$ cat config.mk
export PLATFORM = sky130hd
export DESIGN_NAME = ltp_rot_cell
export DESIGN_NICKNAME = d
export VERILOG_FILES = /design/src/design/ltp_pkg.sv /design/src/design/ltp_rot_cell.sv
export SDC_FILE = /design/constraint.sdc
export NUM_CORES = 1
export LEC_CHECK = 0
export BUFFER_PORTS_ARGS = -buffer_cell sky130_fd_sc_hd__buf_4
export CAP_MARGIN = 20
export CORE_MARGIN = 5
export CORE_UTILIZATION = 35
export CTS_CLUSTER_DIAMETER = 120
export CTS_CLUSTER_SIZE = 28
export DETAILED_ROUTE_END_ITERATION = 10
export GPL_TIMING_DRIVEN = 0
export PLACE_DENSITY = 0.62
export SYNTH_ARGS = -nofsm -noshare
export SYNTH_HDL_FRONTEND = slang
export SYNTH_SLANG_ARGS = --single-unit
export TNS_END_PERCENT = 1
$ cat constraint.sdc
create_clock -name clock -period 10.65 [get_ports clock]
set_input_delay 0 -clock clock [delete_from_list [all_inputs] [get_ports clock]]
set_output_delay 0 -clock clock [all_outputs]
set_load 0.01 [all_outputs]
$ cat src/design/ltp_pkg.sv
// Shared constants, types and table functions for the lat/lon to tile pixel projection.
// Used by the channel interfaces, every pipeline cell and the top level; depends on nothing.
package ltp_pkg;

   // Map geometry.
   localparam int TILE_PIXELS = 256;
   localparam int ZOOM_MAX    = 20;
   localparam int TILE_LOG2   = $clog2(TILE_PIXELS);

   // Field widths.
   localparam int LAT_W  = 31;
   localparam int LON_W  = 32;
   localparam int ZOOM_W = 5;
   localparam int PIX_W  = 29;

   // Internal datapath widths.
   localparam int V_W    = 34;
   localparam int NORM_W = 32;
   localparam int K_W    = 7;
   localparam int LN_W   = 40;
   localparam int REM_W  = 34;
   localparam int QUO_W  = TILE_LOG2 + ZOOM_MAX + 1;
   localparam int STEP_W = 5;

   // Stage counts.
   localparam int CORDIC_STEPS = 30;
   localparam int HYP_STEPS    = CORDIC_STEPS + 2;
   localparam int NORM_STEPS   = 5;

   // Fixed-point constants (Q30 radians, Q23 degrees, Q32 scale).
   localparam longint Q1          = 64'sd1073741824;
   localparam longint PI_Q30      = 64'sd3373259426;
   localparam longint TWO_PI_Q30  = 64'sd6746518852;
   localparam longint LN2_Q30     = 64'sd744261118;
   localparam longint ATAN1_Q30   = 64'sd843314857;
   localparam longint KINV_Q30    = 64'sd652032874;
   localparam longint DEG2RAD_Q32 = 64'sd74961321;
   localparam longint LAT_LIMIT   = 64'sd713460579;
   localparam longint DEG180_Q23  = 64'sd1509949440;
   localparam longint DEG360_Q23  = 64'sd3019898880;

   // Circular CORDIC vector.
   typedef struct packed {
      logic signed [V_W-1:0] x;
      logic signed [V_W-1:0] y;
      logic signed [V_W-1:0] z;
   } cordic_type;

   // Normalizer word and its power-of-two exponent.
   typedef struct packed {
      logic [NORM_W-1:0]     v;
      logic signed [K_W-1:0] k;
   } norm_type;

   // Hyperbolic CORDIC vector with the exponent carried alongside.
   typedef struct packed {
      logic signed [V_W-1:0] x;
      logic signed [V_W-1:0] y;
      logic signed [V_W-1:0] z;
      logic signed [K_W-1:0] k;
   } hyp_type;

   // Long-division partial remainder and quotient.
   typedef struct packed {
      logic [REM_W-1:0] rem;
      logic [QUO_W-1:0] quo;
   } div_type;

   // Per-transaction side data carried next to the datapath.
   typedef struct packed {
      logic [ZOOM_W-1:0] zoom;
      logic              clamped;
      logic              lat_pos;
      logic              lat_neg;
      logic [LON_W-1:0]  u;
   } side_type;

   typedef struct packed {
      logic [ZOOM_W-1:0] zoom;
      logic              clamped;
      logic              lat_pos;
   } tail_type;

   // One result transaction.
   typedef struct packed {
      logic [PIX_W-1:0]  pixel_x;
      logic [PIX_W-1:0]  pixel_y;
      logic [ZOOM_W-1:0] zoom_echo;
      logic              lat_clamped;
   } rsp_type;

   // Shift-subtract division, evaluated only while building the angle tables.
   function automatic longint udiv62(input longint num, input longint den);
      longint quo;
      longint rem;
      quo = 0;
      rem = 0;
      for (int b = 62; b >= 0; b--) begin
         rem = (rem <<< 1) | ((num >>> b) & 64'sd1);
         if (rem >= den) begin
            rem = rem - den;
            quo = quo | (64'sd1 <<< b);
         end
      end
      return quo;
   endfunction

   // atan(2^-i) in Q30 from its odd power series in Q62.
   function automatic longint atan_q30(input int i);
      longint acc;
      longint term;
      bit     neg;
      acc = 0;
      neg = 1'b0;
      if (i == 0) return ATAN1_Q30;
      for (int k = 1; i * k <= 62; k += 2) begin
         term = udiv62(64'sd1 <<< (62 - i * k), longint'(k));
         acc  = neg ? acc - term : acc + term;
         neg  = !neg;
      end
      return (acc + (64'sd1 <<< 31)) >>> 32;
   endfunction

   // atanh(2^-i) in Q30 from its odd power series in Q62.
   function automatic longint atanh_q30(input int i);
      longint acc;
      acc = 0;
      for (int k = 1; i * k <= 62; k += 2) begin
         acc = acc + udiv62(64'sd1 <<< (62 - i * k), longint'(k));
      end
      return (acc + (64'sd1 <<< 31)) >>> 32;
   endfunction

   // Shift index of each hyperbolic cell; steps 4 and 13 appear twice.
   function automatic int hyp_step(input int c);
      if (c < 4) return c + 1;
      else if (c < 14) return c;
      else return c - 1;
   endfunction

endpackage

$ cat src/design/ltp_rot_cell.sv
// One rotation-mode circular CORDIC step, registered.
// Depends on ltp_pkg for the vector type.
module ltp_rot_cell (
   input  logic                           clock,
   input  logic                           enable,
   input  logic [ltp_pkg::STEP_W-1:0]     step,
   input  logic signed [ltp_pkg::V_W-1:0] angle,
   input  ltp_pkg::cordic_type            vec_i,
   output ltp_pkg::cordic_type            vec_o
);

   ltp_pkg::cordic_type vec_ff;
   ltp_pkg::cordic_type vec_in;
   logic signed [ltp_pkg::V_W-1:0] xs;
   logic signed [ltp_pkg::V_W-1:0] ys;

   // Rotate toward zero residual angle.
   always_comb begin
      xs = vec_i.x >>> step;
      ys = vec_i.y >>> step;
      if (!vec_i.z[ltp_pkg::V_W-1]) begin
         vec_in.x = vec_i.x - ys;
         vec_in.y = vec_i.y + xs;
         vec_in.z = vec_i.z - angle;
      end else begin
         vec_in.x = vec_i.x + ys;
         vec_in.y = vec_i.y - xs;
         vec_in.z = vec_i.z + angle;
      end
   end

   always_ff @(posedge clock) begin
      if (enable) vec_ff <= vec_in;
   end

   assign vec_o = vec_ff;

endmodule

# After elaboration in Yosys (flattened, before gate mapping)
# Index checks and enable logic that the tools add are counted.
# totals
register_bits	102
elab_cells	12
# op_classes
n_addsub	6
shift	2
mux	1
# ops
op	count
adder 34 bit	3
2-to-1 mux 102 bit	1
subtractor 34 bit	3
>>> shifter 34 x 5 -> 34 bit	2

# Logic depth before layout (Yosys ltp)
# Gate-level depths: netlist of run 1.
# logic_depth
ltp_word	3
ltp_mapped	26
depth_no_buf	22

# Worst setup path after synthesis of run 1
# No wires, ideal clock.
# synth_timing
path_kind	input port to flip-flop
start	input step[1] (netlist bit)
end	register vec_ff, in the netlist vec_o[67] (data pin)
setup_time_ns	0.260
arrival_ns	4.678
t_required_ns	10.390
setup_slack_ns	5.713
path_stages	24
n_path_buf	3
path_cell_list	buf_6 > buf_6 > buf_6 > mux4_2 > a32oi_1 > o21ai_0 > a211oi_1 > ha_1 > nand3_1 > or2_2 > nor2_1 > a21oi_1 > xor2_1 > ha_1 > a21oi_1 > o21ai_0 > a21o_1 > a221o_1 > nor4_1 > o21ai_0 > a21oi_1 > o21a_1 > o21ai_0 > xnor2_1
# synth_lines
element	line_no	source
start, declared	ltp_rot_cell.sv:6	input logic [ltp_pkg::STEP_W-1:0] step,
end signal, assigned	ltp_rot_cell.sv:33	if (enable) vec_ff <= vec_in;
end, declared	ltp_rot_cell.sv:12	ltp_pkg::cordic_type vec_ff;

==> Flow_metrics.wiki, run 1 <==
{| class="wikitable"
! Metric !! Value
|-
| Peak ir drop on the vdd network || 65.8 µV
|-
| Hold-critical path endpoint || vec_o[32]$_DFFE_PP_
|-
| Required time of the critical path || 10.80 ns
|-
| Count of maximum capacitance violations || 0
|-
| EDFF count, synth || 102
|-
| CTS clock-pin slew for the worst setup and hold paths || 0.08 ns
|-
| CP max stage delay || 1.08 ns
|-
| Origin of the worst min-delay path || vec_i[32]
|-
| Number of clock sinks || 102
|-
| Drt initial violations || 1580
|-
| Most instantiated flip-flop cell in the synthesis netlist || sky130_fd_sc_hd__edfxtp_1
|-
| P per Cell Area || 134 nW/µm²
|-
| Detail-routed via count per cell || 6.22
|-
| Slew at the pin closest to its max-slew limit || 1.21 ns
|-
| Non-filler instance count after layout || 2417
|-
| Flip-flop count of the largest register, all copies and words added || 102
|-
| Type of the worst min-delay path || input pin to flip-flop
|-
| Post-Syn Nets || 1863
|-
| Share of the cycle needed by the critical path after routing || 69.1%
|-
| Gate count of the mapped netlist || 1615
|-
| Layout Nets || 2126
|-
| Hold violation total from the final report || 0
|-
| Achievable frequency || 0.136 GHz
|-
| Sequential cell area fraction in the yosys report || 21.0%
|-
| Core ar. || 41100 µm²
|-
| Critical path start-end classification || input pin to flip-flop
|-
| Tot Pwr || 0.00235 W
|-
| Initial DRT Pass Iterations || 6
|-
| Syn_area_per_cell || 9.05 µm²
|-
| LEAKAGE || 7.25 nW
|-
| Highest net fanout along the worst path || 10
|-
| Wire length per cell || 29.4 µm
|-
| Number of warnings printed during yosys synthesis || 0
|-
| Cell Chain, Critical Path || buf_4 -> clkbuf_1 -> clkbuf_1 -> nor2_1 -> a221oi_1 -> nand3_1 -> or4_4 -> nor4_4 -> o21bai_1 -> a22oi_1 -> ha_1 -> and3_1 -> nand4_1 -> a211oi_1 -> nor4_1 -> o21ai_0 -> a21oi_1 -> o21a_1 -> o21ai_0 -> xnor2_1
|-
| Cell Area, Synth || 14600 µm²
|-
| Antenna violations before repair || 0
|-
| Final cell area excluding filler cells || 17500 µm²
|-
| Count of final setup violators || 0
|-
| Unrepaired setup endpoints after global routing || no
|-
| Share of synthesized flip-flops with an asynchronous set or reset || 0%
|-
| Cell chosen for the clock root || sky130_fd_sc_hd__clkbuf_16
|-
| Period minus WS final || 7.36 ns
|-
| Clock buffer depth || 2
|-
| Vertical die dimension || 214 µm
|-
| Count of vias placed by the detailed router || 15000
|-
| Relative slew margins || 19.2%
|-
| Weighted congestion reported at the end of routability-driven placement || 1.02
|-
| Setup TNS || 0 ns
|-
| Setup crit end kind || flip-flop
|-
| Synth-to-layout area growth || 19.8%
|-
| Cells on Worst Hold Path || 3
|-
| Half-perimeter wire length of the detailed placement result || 56.0 mm
|-
| Global route total overflow || 0
|-
| Vias in the first global route || 14800
|-
| Number of placement rows || 74
|-
| DRC viols || 0
|-
| Number of gates resized after CTS || 0
|-
| GR Util All Layers || 29.7%
|-
| Number of cells after detailed placement || 2393
|-
| Count of pins on the block boundary || 245
|-
| DIE AREA || 45900 µm²
|-
| Width of the chip || 214 µm
|-
| Post-Place Cell Area || 17200 µm²
|-
| Number of clock buffers inserted by TritonCTS || 9
|-
| Maximum number of pins on one net before global-route repair || 63
|-
| Arrival time at the worst endpoint || 7.51 ns
|-
| CTS H-tree lvls || 3
|-
| TritonCTS clock tree || done
|-
| Max stage delay cell, worst path || sky130_fd_sc_hd__a221oi_1
|-
| Buffers on Ports || 242
|-
| Delay-heaviest family, CP || compound AO/OA/AOI/OAI gates
|-
| Category of the worst setup path launch point || input pin
|-
| Antenna Nets Post-Route || 0
|-
| Number of max-slew violations in the final report || 0
|-
| Share of cells above drive strength 1 || 22.6%
|-
| Yosys reg bits || 102
|-
| Starting utilization of the core area || 35.6%
|-
| Routed WL || 71.0 mm
|-
| First-pass GRT wire length || 102 mm
|-
| Number of distinct library cells after synthesis || 91
|-
| Count of buffering cells on the critical path with inverters included || 3
|-
| Run status || complete, no violations
|-
| Utilization after layout || 42.6%
|}
==> metal layers <==
layer	vias up	GRT usage [%]	part of all wire, %	routed length [µm]
li1	6715	-	-	-
met1	7360	39.3	43	30400
met2	792	46.7	44	31400
met3	178	5.53	7.4	5270
met4	0	15.0	5.5	3900
met5	-	0	0	0
==> through the flow <==
| stage | setup slack, ns | hold slack, ns |
|---|---|---|
| after global routing | 3.27 | 0.0697 |
| after global placement | 2.97 | 0.288 |
| after detailed placement | 3.24 | 0.301 |
| after CTS | 3.66 | 0.0378 |
| final | 3.29 | 0.0576 |
| after floorplan | 5.71 | 0.112 |
==> layout make-up <==
type                            count  area [µm²]
Antenna cell                        2        5.00
Buffer                             78         412
Clock buffer                       10         229
Clock inverter                      6        61.3
Fill cell                        4107       23600
Inverter                           42         158
Multi-Input combinational cell   1393       11000
Sequential cell                   102        3060
Tap cell                          532         666
Timing Repair Buffer              252        1930
==> worst min-delay path: stages <==
cell and delay (ns):
sky130_fd_sc_hd__buf_4 0.08, sky130_fd_sc_hd__ha_1 0.15, sky130_fd_sc_hd__xnor2_1 0.12
==> placed cells by master (no fill, tap or decap), types with 25 or more instances in the layout <==
cell type	n
sky130_fd_sc_hd__a21oi_1	169
sky130_fd_sc_hd__clkbuf_1	37
sky130_fd_sc_hd__nand2_1	116
sky130_fd_sc_hd__xnor2_1	99
sky130_fd_sc_hd__mux2i_1	46
sky130_fd_sc_hd__inv_1	40
sky130_fd_sc_hd__edfxtp_1	102
sky130_fd_sc_hd__mux2_2	26
sky130_fd_sc_hd__nor2b_1	25
sky130_fd_sc_hd__nor2_1	127
sky130_fd_sc_hd__a21o_1	62
sky130_fd_sc_hd__xor2_1	84
sky130_fd_sc_hd__o21ai_0	75
sky130_fd_sc_hd__buf_4	246
sky130_fd_sc_hd__nand2b_1	25
sky130_fd_sc_hd__mux4_2	77
sky130_fd_sc_hd__ha_1	102
==> power breakdown <==
group	switching, W	internal, W	total (W)
Combinational	0.000773	0.000586	0.00136
Sequential	0.0000337	0.000599	0.000633
Clock	0.000173	0.000182	0.000355
==> how the worst max path moves through the flow <==
| stage | to | from | cells after the start |
|---|---|---|---|
| 6_report | vec_o[67]$_DFFE_PP_ | step[4] | 20 |
| 5_1_grt | vec_o[67]$_DFFE_PP_ | step[4] | 20 |
| 4_1_cts | vec_o[67]$_DFFE_PP_ | step[4] | 20 |
| 3_5_place_dp | vec_o[67]$_DFFE_PP_ | step[4] | 20 |
| 3_3_place_gp | vec_o[67]$_DFFE_PP_ | step[4] | 20 |
| 2_1_floorplan | vec_o[67]$_DFFE_PP_ | step[1] | 24 |
==> cells by family after synthesis <==
group	Yosys count	synth area share (%)
AOI/OAI and AO/OA	511	22.6
and+or+nand+nor	438	14.7
buffers and inverters	120	3.89
muxes	156	17.7
adders and majority gates	105	9.14
xor gates and xnor gates	183	11.0
DFF	102	21.0
==> Yosys cell counts, types with 16 or more instances <==
cell | instances | share of area (%)
sky130_fd_sc_hd__a31oi_1 | 24 | 1.0
sky130_fd_sc_hd__nor3_1 | 22 | 0.75
sky130_fd_sc_hd__o22ai_1 | 21 | 0.90
sky130_fd_sc_hd__o21a_1 | 16 | 0.82
sky130_fd_sc_hd__and3_1 | 23 | 0.98
sky130_fd_sc_hd__xor2_1 | 84 | 5.0
sky130_fd_sc_hd__ha_1 | 102 | 8.7
sky130_fd_sc_hd__nor2b_1 | 25 | 1.1
sky130_fd_sc_hd__mux4_2 | 77 | 12
sky130_fd_sc_hd__nand2_1 | 116 | 3.0
sky130_fd_sc_hd__nand3_1 | 23 | 0.79
sky130_fd_sc_hd__nor2_1 | 127 | 3.3
sky130_fd_sc_hd__buf_2 | 17 | 0.58
sky130_fd_sc_hd__nand2b_1 | 25 | 1.1
sky130_fd_sc_hd__o21ai_0 | 75 | 2.6
sky130_fd_sc_hd__clkbuf_1 | 36 | 0.92
sky130_fd_sc_hd__inv_1 | 40 | 1.0
sky130_fd_sc_hd__and2_1 | 17 | 0.73
sky130_fd_sc_hd__a21oi_1 | 169 | 5.8
sky130_fd_sc_hd__a211oi_1 | 17 | 0.87
sky130_fd_sc_hd__a21o_1 | 62 | 3.2
sky130_fd_sc_hd__xnor2_1 | 99 | 5.9
sky130_fd_sc_hd__mux2i_1 | 46 | 3.2
sky130_fd_sc_hd__edfxtp_1 | 102 | 21
sky130_fd_sc_hd__mux2_2 | 26 | 2.0
==> what timing repair did <==
item / 4_1_cts / 5_1_grt
endpoints found under the hold margin: 5 / 0
hold buffers: 6 / 0
setup buffers: 0 / 0
endpoints found under the setup margin: 0 / 0
Note: power is estimated with default switching activity, not from simulation.
==> run 2: changes to the inputs <==
Settings changed: ABC_AREA from default to 1.
Clock period 10.65 ns to 7.68 ns, I/O delays scaled along.
==> Flow_metrics.wiki, run 2 <==
{| class="wikitable"
! Metric !! Value
|-
| Run status || complete, no violations (unchanged)
|-
| CTS H-tree lvls || 3 (unchanged)
|-
| Cell Area, Synth || 15300 µm² (was 14600 µm²)
|-
| Number of max-slew violations in the final report || 0 (unchanged)
|-
| Diodes inserted || 0 (was 2)
|-
| Fraction of synthesized cell area taken by the top area cell type || 20.0% (was 21.0%)
|-
| P per Cell Area || 176 nW/µm² (was 134 nW/µm²)
|-
| Synthesized-area fraction occupied by and/or/nand/nor cells || 41.9% (was 14.7%)
|-
| Area share of fa/ha/maj cells after synthesis || 8.75% (was 9.14%)
|-
| Compound-Gate Fraction of Synth Area || 11.1% (was 22.6%)
|-
| Filler cell count || 4815 (was 4107)
|-
| Drt initial violations || 1699 (was 1580)
|-
| Antenna violations before repair || 1 (was 0)
|-
| Top cells by area, synth || sky130_fd_sc_hd__edfxtp_1 (20%), sky130_fd_sc_hd__nand2_1 (17%), sky130_fd_sc_hd__nand3_1 (13%) (was sky130_fd_sc_hd__edfxtp_1 (21%), sky130_fd_sc_hd__mux4_2 (12%), sky130_fd_sc_hd__ha_1 (8.7%))
|-
| First-pass GRT wire length || 104 mm (was 102 mm)
|-
| Number of placement rows || 76 (was 74)
|-
| Unrepaired setup endpoints after global routing || no (unchanged)
|-
| Commonest cells in the netlist || sky130_fd_sc_hd__nand2_1 (700), sky130_fd_sc_hd__nand3_1 (410), sky130_fd_sc_hd__inv_1 (209), sky130_fd_sc_hd__nor2_1 (163), sky130_fd_sc_hd__a21oi_1 (132) (was sky130_fd_sc_hd__a21oi_1 (169), sky130_fd_sc_hd__nor2_1 (127), sky130_fd_sc_hd__nand2_1 (116), sky130_fd_sc_hd__edfxtp_1 (102), sky130_fd_sc_hd__ha_1 (102))
|-
| Number of cells after detailed placement || 3231 (was 2393)
|-
| Setup TNS || 0 ns (unchanged)
|-
| Hold violation total from the final report || 0 (unchanged)
|-
| Vias in the first global route || 16900 (was 14800)
|-
| Sequential cell area fraction in the yosys report || 20.0% (was 21.0%)
|-
| Period minus WS final || 4.95 ns
|-
| Fraction of synthesized area in multiplexers || 0% (was 17.7%)
|-
| Commonest cells after routing, fill and taps aside || sky130_fd_sc_hd__nand2_1 (700), sky130_fd_sc_hd__nand3_1 (410), sky130_fd_sc_hd__buf_4 (244) (was sky130_fd_sc_hd__buf_4 (246), sky130_fd_sc_hd__a21oi_1 (169), sky130_fd_sc_hd__nor2_1 (127))
|-
| Net Sw Power || 0.00145 W (was 0.000980 W)
|-
| Number of clock buffers inserted by TritonCTS || 9 (unchanged)
|-
| Number of warnings printed during yosys synthesis || 0 (unchanged)
|-
| Antenna Nets Post-Route || 0 (unchanged)
|-
| Detail-routed via count per cell || 5.45 (was 6.22)
|-
| CP max stage delay || 0.73 ns (was 1.08 ns)
|-
| Synth-to-layout area growth || 19.1% (was 19.8%)
|-
| Routed wire length on met3 || 5.36 mm (was 5.27 mm)
|-
| Origin of the worst min-delay path || vec_i[34] (was vec_i[32])
|-
| Pint || 0.00174 W (was 0.00137 W)
|-
| Slew at the pin closest to its max-slew limit || 1.17 ns (was 1.21 ns)
|-
| Critical path start-end classification || input pin to flip-flop (unchanged)
|-
| DRC viols || 0 (unchanged)
|-
| Number of distinct library cells after synthesis || 49 (was 91)
|-
| Flip-flop count of the largest register, all copies and words added || 102 (unchanged)
|-
| Routed WL || 71.9 mm (was 71.0 mm)
|-
| GR Util All Layers || 29.0% (was 29.7%)
|-
| LEAKAGE || 9.06 nW (was 7.25 nW)
|-
| Initial DRT Pass Iterations || 5 (was 6)
|-
| M1 WL || 33.6 mm (was 30.4 mm)
|-
| Buffers on Ports || 239 (was 242)
|-
| Share of synthesized flip-flops with an asynchronous set or reset || 0% (unchanged)
|-
| TritonCTS clock tree || done (unchanged)
|-
| Utilization after layout || 42.2% (was 42.6%)
|-
| Required time of the critical path || 7.85 ns (was 10.80 ns)
|-
| Dominant combinational cell family by area after synthesis || simple AND/OR/NAND/NOR gates (was compound AO/OA/AOI/OAI gates)
|-
| Wire length per cell || 22.1 µm (was 29.4 µm)
|-
| Half-perimeter wire length of the detailed placement result || 59.7 mm (was 56.0 mm)
|-
| Non-filler instance count after layout || 3253 (was 2417)
|-
| Cells on Worst Hold Path || 4 (was 3)
|-
| Share of the cycle needed by the critical path after routing || 64.4%
|-
| Cell chosen for the clock root || sky130_fd_sc_hd__clkbuf_16 (unchanged)
|-
| Relative slew margins || 22.1% (was 19.2%)
|-
| Highest net fanout along the worst path || 10 (unchanged)
|-
| Count of vias placed by the detailed router || 17700 (was 15000)
|-
| Width of the chip || 219 µm (was 214 µm)
|-
| Category of the worst setup path launch point || input pin (unchanged)
|-
| Combinational fraction of design power || 57.9% (about the same)
|-
| Global route total overflow || 0 (unchanged)
|-
| Cell type with the highest aggregate area in the netlist || sky130_fd_sc_hd__edfxtp_1 (unchanged)
|-
| Most frequent standard cell in the layout excluding fill and tap cells || sky130_fd_sc_hd__nand2_1 (was sky130_fd_sc_hd__buf_4)
|-
| Highest routing layer actually used || met4 (unchanged)
|-
| Hold WS || 0.0806 ns (was 0.0576 ns)
|-
| Routed length on met2 || 30.9 mm (was 31.4 mm)
|-
| Synthesized-area fraction occupied by xor and xnor cells || 9.63% (was 11.0%)
|-
| Post-Syn Nets || 2653 (was 1863)
|-
| Arrival time at the worst endpoint || 5.12 ns (was 7.51 ns)
|-
| Layout Nets || 2911 (was 2126)
|-
| Setup crit end kind || flip-flop (unchanged)
|-
| Weighted congestion reported at the end of routability-driven placement || 1.03 (was 1.02)
|-
| Core ar. || 43200 µm² (was 41100 µm²)
|-
| DIE AREA || 47900 µm² (was 45900 µm²)
|-
| CTS clock-pin slew for the worst setup and hold paths || 0.08 ns (about the same)
|-
| Peak ir drop on the vdd network || 90.5 µV (was 65.8 µV)
|-
| Clock buffer depth || 2 (unchanged)
|-
| Type of the worst min-delay path || input pin to flip-flop (unchanged)
|-
| EDFF count, synth || 102 (unchanged)
|-
| Cell mode on critical path || sky130_fd_sc_hd__nand2_1
|-
| Vertical die dimension || 219 µm (was 214 µm)
|-
| Yosys reg bits || 102 (unchanged)
|-
| Hold-critical path endpoint || vec_o[34]$_DFFE_PP_ (was vec_o[32]$_DFFE_PP_)
|-
| Number of clock sinks || 102 (unchanged)
|-
| Proportion of power drawn by flip-flops and latches || 27.1% (was 27.0%)
|-
| Gate count of the mapped netlist || 2405 (was 1615)
|-
| Max stage delay cell, worst path || sky130_fd_sc_hd__buf_1 (was sky130_fd_sc_hd__a221oi_1)
|-
| Tot Pwr || 0.00320 W (was 0.00235 W)
|-
| Share of cells above drive strength 1 || 16.1% (was 22.6%)
|-
| Count of final setup violators || 0 (unchanged)
|-
| Most instantiated flip-flop cell in the synthesis netlist || sky130_fd_sc_hd__edfxtp_1 (unchanged)
|-
| Switching power as a share of total power || 45.5% (was 41.7%)
|-
| Achievable frequency || 0.202 GHz
|-
| Syn_area_per_cell || 6.35 µm² (was 9.05 µm²)
|-
| Maximum number of pins on one net before global-route repair || 69 (was 63)
|-
| Clk pwr share || 15.0% (was 15.1%)
|-
| Starting utilization of the core area || 35.4% (was 35.6%)
|-
| Count of maximum capacitance violations || 0 (unchanged)
|-
| Count of pins on the block boundary || 245 (unchanged)
|-
| Most instantiated library cell after synthesis || sky130_fd_sc_hd__nand2_1 (was sky130_fd_sc_hd__a21oi_1)
|}
-- run 2: changes by cell type after synthesis, moves of 36 or more --
cell / previous run / this run
sky130_fd_sc_hd__mux2i_1: 46 / 0
sky130_fd_sc_hd__xnor2_1: 99 / 46
sky130_fd_sc_hd__nand3_1: 23 / 410
sky130_fd_sc_hd__xor2_1: 84 / 122
sky130_fd_sc_hd__inv_1: 40 / 209
sky130_fd_sc_hd__a21o_1: 62 / 15
sky130_fd_sc_hd__nor2_1: 127 / 163
sky130_fd_sc_hd__nand2_1: 116 / 700
sky130_fd_sc_hd__mux4_2: 77 / 0
sky130_fd_sc_hd__a21oi_1: 169 / 132
-- run 2: cells by family (layout without fill, tap and decap cells) --
logic type / after synthesis / count (layout)
AO/OA/AOI/OAI: 299 / 299
XOR/XNOR: 168 / 168
adder cells (fa/ha/maj): 105 / 105
buffers and inverters: 315 / 578
flip-flops: 102 / 102
AND/OR/NAND/NOR: 1416 / 1416
-- run 2: stage by stage --
| stage | setup WS (ns) | cell area, µm² |
|---|---|---|
| finish | 2.73 | 18200 |
| global placement | 2.39 | 17800 |
| CTS | 2.79 | 18200 |
| detailed placement | 2.37 | 17900 |
| global route | 2.39 | 18200 |
| floorplan | 4.10 | 15300 |
-- run 2: power by group through the flow --
| stage | clock network (W) | logic [W] | registers (W) |
|---|---|---|---|
| 2_1_floorplan | 0 | 0.00105 | 0.000952 |
| 3_3_place_gp | 0 | 0.00181 | 0.000878 |
| 3_5_place_dp | 0 | 0.00182 | 0.000879 |
| 4_1_cts | 0.000491 | 0.00184 | 0.000868 |
| 5_1_grt | 0.000510 | 0.00202 | 0.000882 |
| 6_report | 0.000479 | 0.00185 | 0.000865 |
-- run 2: worst max path at each step --
| stage | slack (ns) | start | end |
|---|---|---|---|
| finish | 2.73 | step[4] | vec_o[67]$_DFFE_PP_ |
| global route | 2.39 | step[4] | vec_o[67]$_DFFE_PP_ |
| CTS | 2.79 | step[4] | vec_o[67]$_DFFE_PP_ |
| detailed placement | 2.37 | step[4] | vec_o[67]$_DFFE_PP_ |
| global placement | 2.39 | step[4] | vec_o[67]$_DFFE_PP_ |
| floorplan | 4.10 | step[0] | vec_o[58]$_DFFE_PP_ |
-- run 2: worst max-delay path: cells and delay by family --
family / cells / cell delay [ns]
compound gates: 5 / 1.03
simple gates: 11 / 1.50
xor+xnor: 1 / 0.19
buf+inv: 8 / 1.82
fa+ha+maj: 2 / 0.58
-- run 2: repair_timing --
item                                   CTS  global route
hold buffers                             6             0
endpoints found under the hold margin    5             0
buffers inserted                         0             0
gates resized for setup                  0             0
-- run 2: area by class of cell --
type	count	area, µm²	area share [%]
clock buffer	10	229	1.26
multi-input combinational	1988	10900	59.9
inverter	229	860	4.72
clock inverter	6	55.1	0.302
tap	585	732	4.02
sequential	102	3060	16.8
buffer	86	454	2.50
timing repair buffer	247	1910	10.5
-- run 2: routing by layer --
| layer | GRT usage, % | up-vias |
|---|---|---|
| met3 | 4.44 | 101 |
| met4 | 9.25 | 0 |
| met2 | 44.5 | 771 |
| met1 | 41.7 | 8322 |
| li1 | - | 8541 |
| met5 | 0 | - |
==> run 3: changes to the inputs <==
Settings changed: PLACE_DENSITY 0.62 to 0.64.
Clock period 7.68 ns to 4.05 ns, I/O delays scaled along.
==> Flow_metrics.wiki, run 3 (synthesis results as in run 2) <==
{| class="wikitable"
! Metric !! Value
|-
| Type of the worst min-delay path || input pin to flip-flop (unchanged)
|-
| Share of the cycle needed by the critical path after routing || 99.4%
|-
| DIE AREA || 47900 µm² (unchanged)
|-
| Number of placement rows || 76 (unchanged)
|-
| Count of final setup violators || 0 (unchanged)
|-
| Unrepaired setup endpoints after global routing || yes (was no)
|-
| Period minus WS final || 4.03 ns
|-
| Buffers on Ports || 239 (unchanged)
|-
| Cells on Worst Hold Path || 3 (was 4)
|-
| Number of max-slew violations in the final report || 0 (unchanged)
|-
| LEAKAGE || 9.27 nW (was 9.06 nW)
|-
| Max stage delay cell, worst path || sky130_fd_sc_hd__ha_2 (was sky130_fd_sc_hd__buf_1)
|-
| Count of vias placed by the detailed router || 17900 (was 17700)
|-
| CTS clock-pin slew for the worst setup and hold paths || 0.08 ns (about the same)
|-
| M1 GR Usage || 41.2% (was 41.7%)
|-
| Detail-routed via count per cell || 5.49 (was 5.45)
|-
| Clk pwr share || 14.4% (was 15.0%)
|-
| DRC viols || 0 (unchanged)
|-
| Global-route track usage on met2 || 46.6% (was 44.5%)
|-
| Drt initial violations || 1958 (was 1699)
|-
| Category of the worst setup path launch point || input pin (unchanged)
|-
| Wire length per cell || 22.6 µm (was 22.1 µm)
|-
| Flip-flop count of the largest register, all copies and words added || 102 (unchanged)
|-
| Count of maximum capacitance violations || 0 (unchanged)
|-
| CTS H-tree lvls || 3 (unchanged)
|-
| Cell chosen for the clock root || sky130_fd_sc_hd__clkbuf_16 (unchanged)
|-
| Global route total overflow || 0 (unchanged)
|-
| Layout Nets || 2920 (was 2911)
|-
| Core ar. || 43200 µm² (unchanged)
|-
| Clock buffer depth || 2 (unchanged)
|-
| Origin of the worst min-delay path || angle[33] (was vec_i[34])
|-
| Net Sw Power || 0.00286 W (was 0.00145 W)
|-
| Combinational fraction of design power || 59.2% (was 57.9%)
|-
| First-pass GRT wire length || 107 mm (was 104 mm)
|-
| Share of cells above drive strength 1 || 19.9% (was 16.1%)
|-
| Post-Place Cell Area || 17900 µm² (about the same)
|-
| Number of clock buffers inserted by TritonCTS || 9 (unchanged)
|-
| Pint || 0.00338 W (was 0.00174 W)
|-
| CP max stage delay || 0.39 ns (was 0.73 ns)
|-
| Cell mode on critical path || sky130_fd_sc_hd__nand2_1 (unchanged)
|-
| Run status || complete, no violations (unchanged)
|-
| Switching power as a share of total power || 45.9% (was 45.5%)
|-
| Vias in the first global route || 17300 (was 16900)
|-
| Initial DRT Pass Iterations || 6 (was 5)
|-
| Synth-to-layout area growth || 23.0% (was 19.1%)
|-
| Peak ir drop on the vdd network || 200 µV (was 90.5 µV)
|-
| Highest net fanout along the worst path || 10 (unchanged)
|-
| P per Cell Area || 332 nW/µm² (was 176 nW/µm²)
|-
| Most frequent standard cell in the layout excluding fill and tap cells || sky130_fd_sc_hd__nand2_1 (unchanged)
|-
| Weighted congestion reported at the end of routability-driven placement || 0.995 (was 1.03)
|-
| Hold-critical path endpoint || vec_o[33]$_DFFE_PP_ (was vec_o[34]$_DFFE_PP_)
|-
| Antenna Nets Post-Route || 0 (unchanged)
|-
| Commonest cells after routing, fill and taps aside || sky130_fd_sc_hd__nand2_1 (686), sky130_fd_sc_hd__nand3_1 (393), sky130_fd_sc_hd__buf_4 (256) (was sky130_fd_sc_hd__nand2_1 (700), sky130_fd_sc_hd__nand3_1 (410), sky130_fd_sc_hd__buf_4 (244))
|-
| Number of clock sinks || 102 (unchanged)
|-
| Count of pins on the block boundary || 245 (unchanged)
|-
| Global-route met3 utilization || 6.06% (was 4.44%)
|-
| Maximum number of pins on one net before global-route repair || 68 (was 69)
|-
| Antenna violations before repair || 0 (was 1)
|-
| Hold violation total from the final report || 0 (unchanged)
|-
| TritonCTS clock tree || done (unchanged)
|-
| Half-perimeter wire length of the detailed placement result || 61.0 mm (was 59.7 mm)
|-
| Width of the chip || 219 µm (unchanged)
|-
| Slew at the pin closest to its max-slew limit || 1.25 ns (was 1.17 ns)
|-
| Achievable frequency || 0.248 GHz
|-
| Diodes inserted || 0 (unchanged)
|-
| Gr busiest metal || met2 (unchanged)
|-
| Routed WL || 73.7 mm (was 71.9 mm)
|-
| Starting utilization of the core area || 35.4% (unchanged)
|-
| Tot Pwr || 0.00625 W (was 0.00320 W)
|-
| Required time of the critical path || 4.20 ns (was 7.85 ns)
|-
| Vertical die dimension || 219 µm (unchanged)
|-
| GR Util All Layers || 29.7% (was 29.0%)
|-
| Setup crit end kind || flip-flop (unchanged)
|-
| Arrival time at the worst endpoint || 4.18 ns (was 5.12 ns)
|-
| Critical path start-end classification || input pin to flip-flop (unchanged)
|-
| Proportion of power drawn by flip-flops and latches || 26.3% (was 27.1%)
|-
| Relative slew margins || 16.4% (was 22.1%)
|-
| Final cell area excluding filler cells || 18800 µm² (was 18200 µm²)
|}
-- run 3: cell types whose count changed in the layout (fill, tap and decap cells not counted), sizes merged --
cell	before	now
dlygate4sd3	6	5
clkbuf	25	35
-- run 3: critical path: cells and delay by family --
family                     cells  cell delay [ns]
and+or+nand+nor               14             1.91
AOI/OAI and AO/OA              6             1.05
buffers and inverters          5             0.56
adders and majority gates      1             0.39
xor gates and xnor gates       1             0.24
-- run 3: routing by layer --
layer	up-vias	share of wire, %	routed length (µm)
li1	8574	-	-
met1	8493	45	32900
met2	760	44	32300
met3	92	8.7	6380
met4	0	2.9	2140
met5	-	0	0
-- run 3: power by group through the flow --
stage	combinational, W	sequential, W	clock, W
global placement	0.00346	0.00167	0
floorplan	0.00198	0.00180	0
detailed placement	0.00348	0.00167	0
finish	0.00370	0.00164	0.000902
CTS	0.00353	0.00165	0.000936
global route	0.00402	0.00167	0.000976
-- run 3: final cells by class --
class / instances / area, µm²
buffer: 86 / 581
clock buffer: 10 / 229
clock inverter: 6 / 55.1
fill: 4713 / 24400
inverter: 229 / 860
multi-input combinational: 1988 / 11300
sequential: 102 / 3060
tap: 585 / 732
timing repair buffer: 256 / 1970
-- run 3: metrics by stage --
stage	TNS [ns]	utilization (%)	worst slack, ns	hold WS (ns)	cells
after detailed placement	-41.81	41.4	-1.20	0.295	3232
after floorplan	0	-	0.467	0.112	2405
final	0	43.5	0.0238	0.0571	3262
after global placement	-39.86	41.2	-1.16	0.285	3229
after global routing	-0.803	43.5	-0.144	0.0553	3262
after CTS	-0.511	42.5	-0.125	0.0205	3255
-- run 3: worst max-delay path by stage --
stage                 start                    to  slack, ns  cells after the start
finish              step[1]  vec_o[101]$_DFFE_PP_       0.02                     27
floorplan           step[0]   vec_o[58]$_DFFE_PP_       0.47                     24
global route        step[0]  vec_o[101]$_DFFE_PP_      -0.14                     30
detailed placement  step[3]   vec_o[91]$_DFFE_PP_      -1.20                     22
CTS                 step[1]  vec_o[100]$_DFFE_PP_      -0.13                     25
global placement    step[3]   vec_o[92]$_DFFE_PP_      -1.16                     21
-- run 3: timing repair --
item / in CTS / in global routing
gates resized for setup: 59 / 117
pin swaps: 2 / 5
setup buffers: 2 / 7
endpoints found under the setup margin: 49 / 41
hold buffers: 5 / 0
endpoints found under the hold margin: 4 / 0
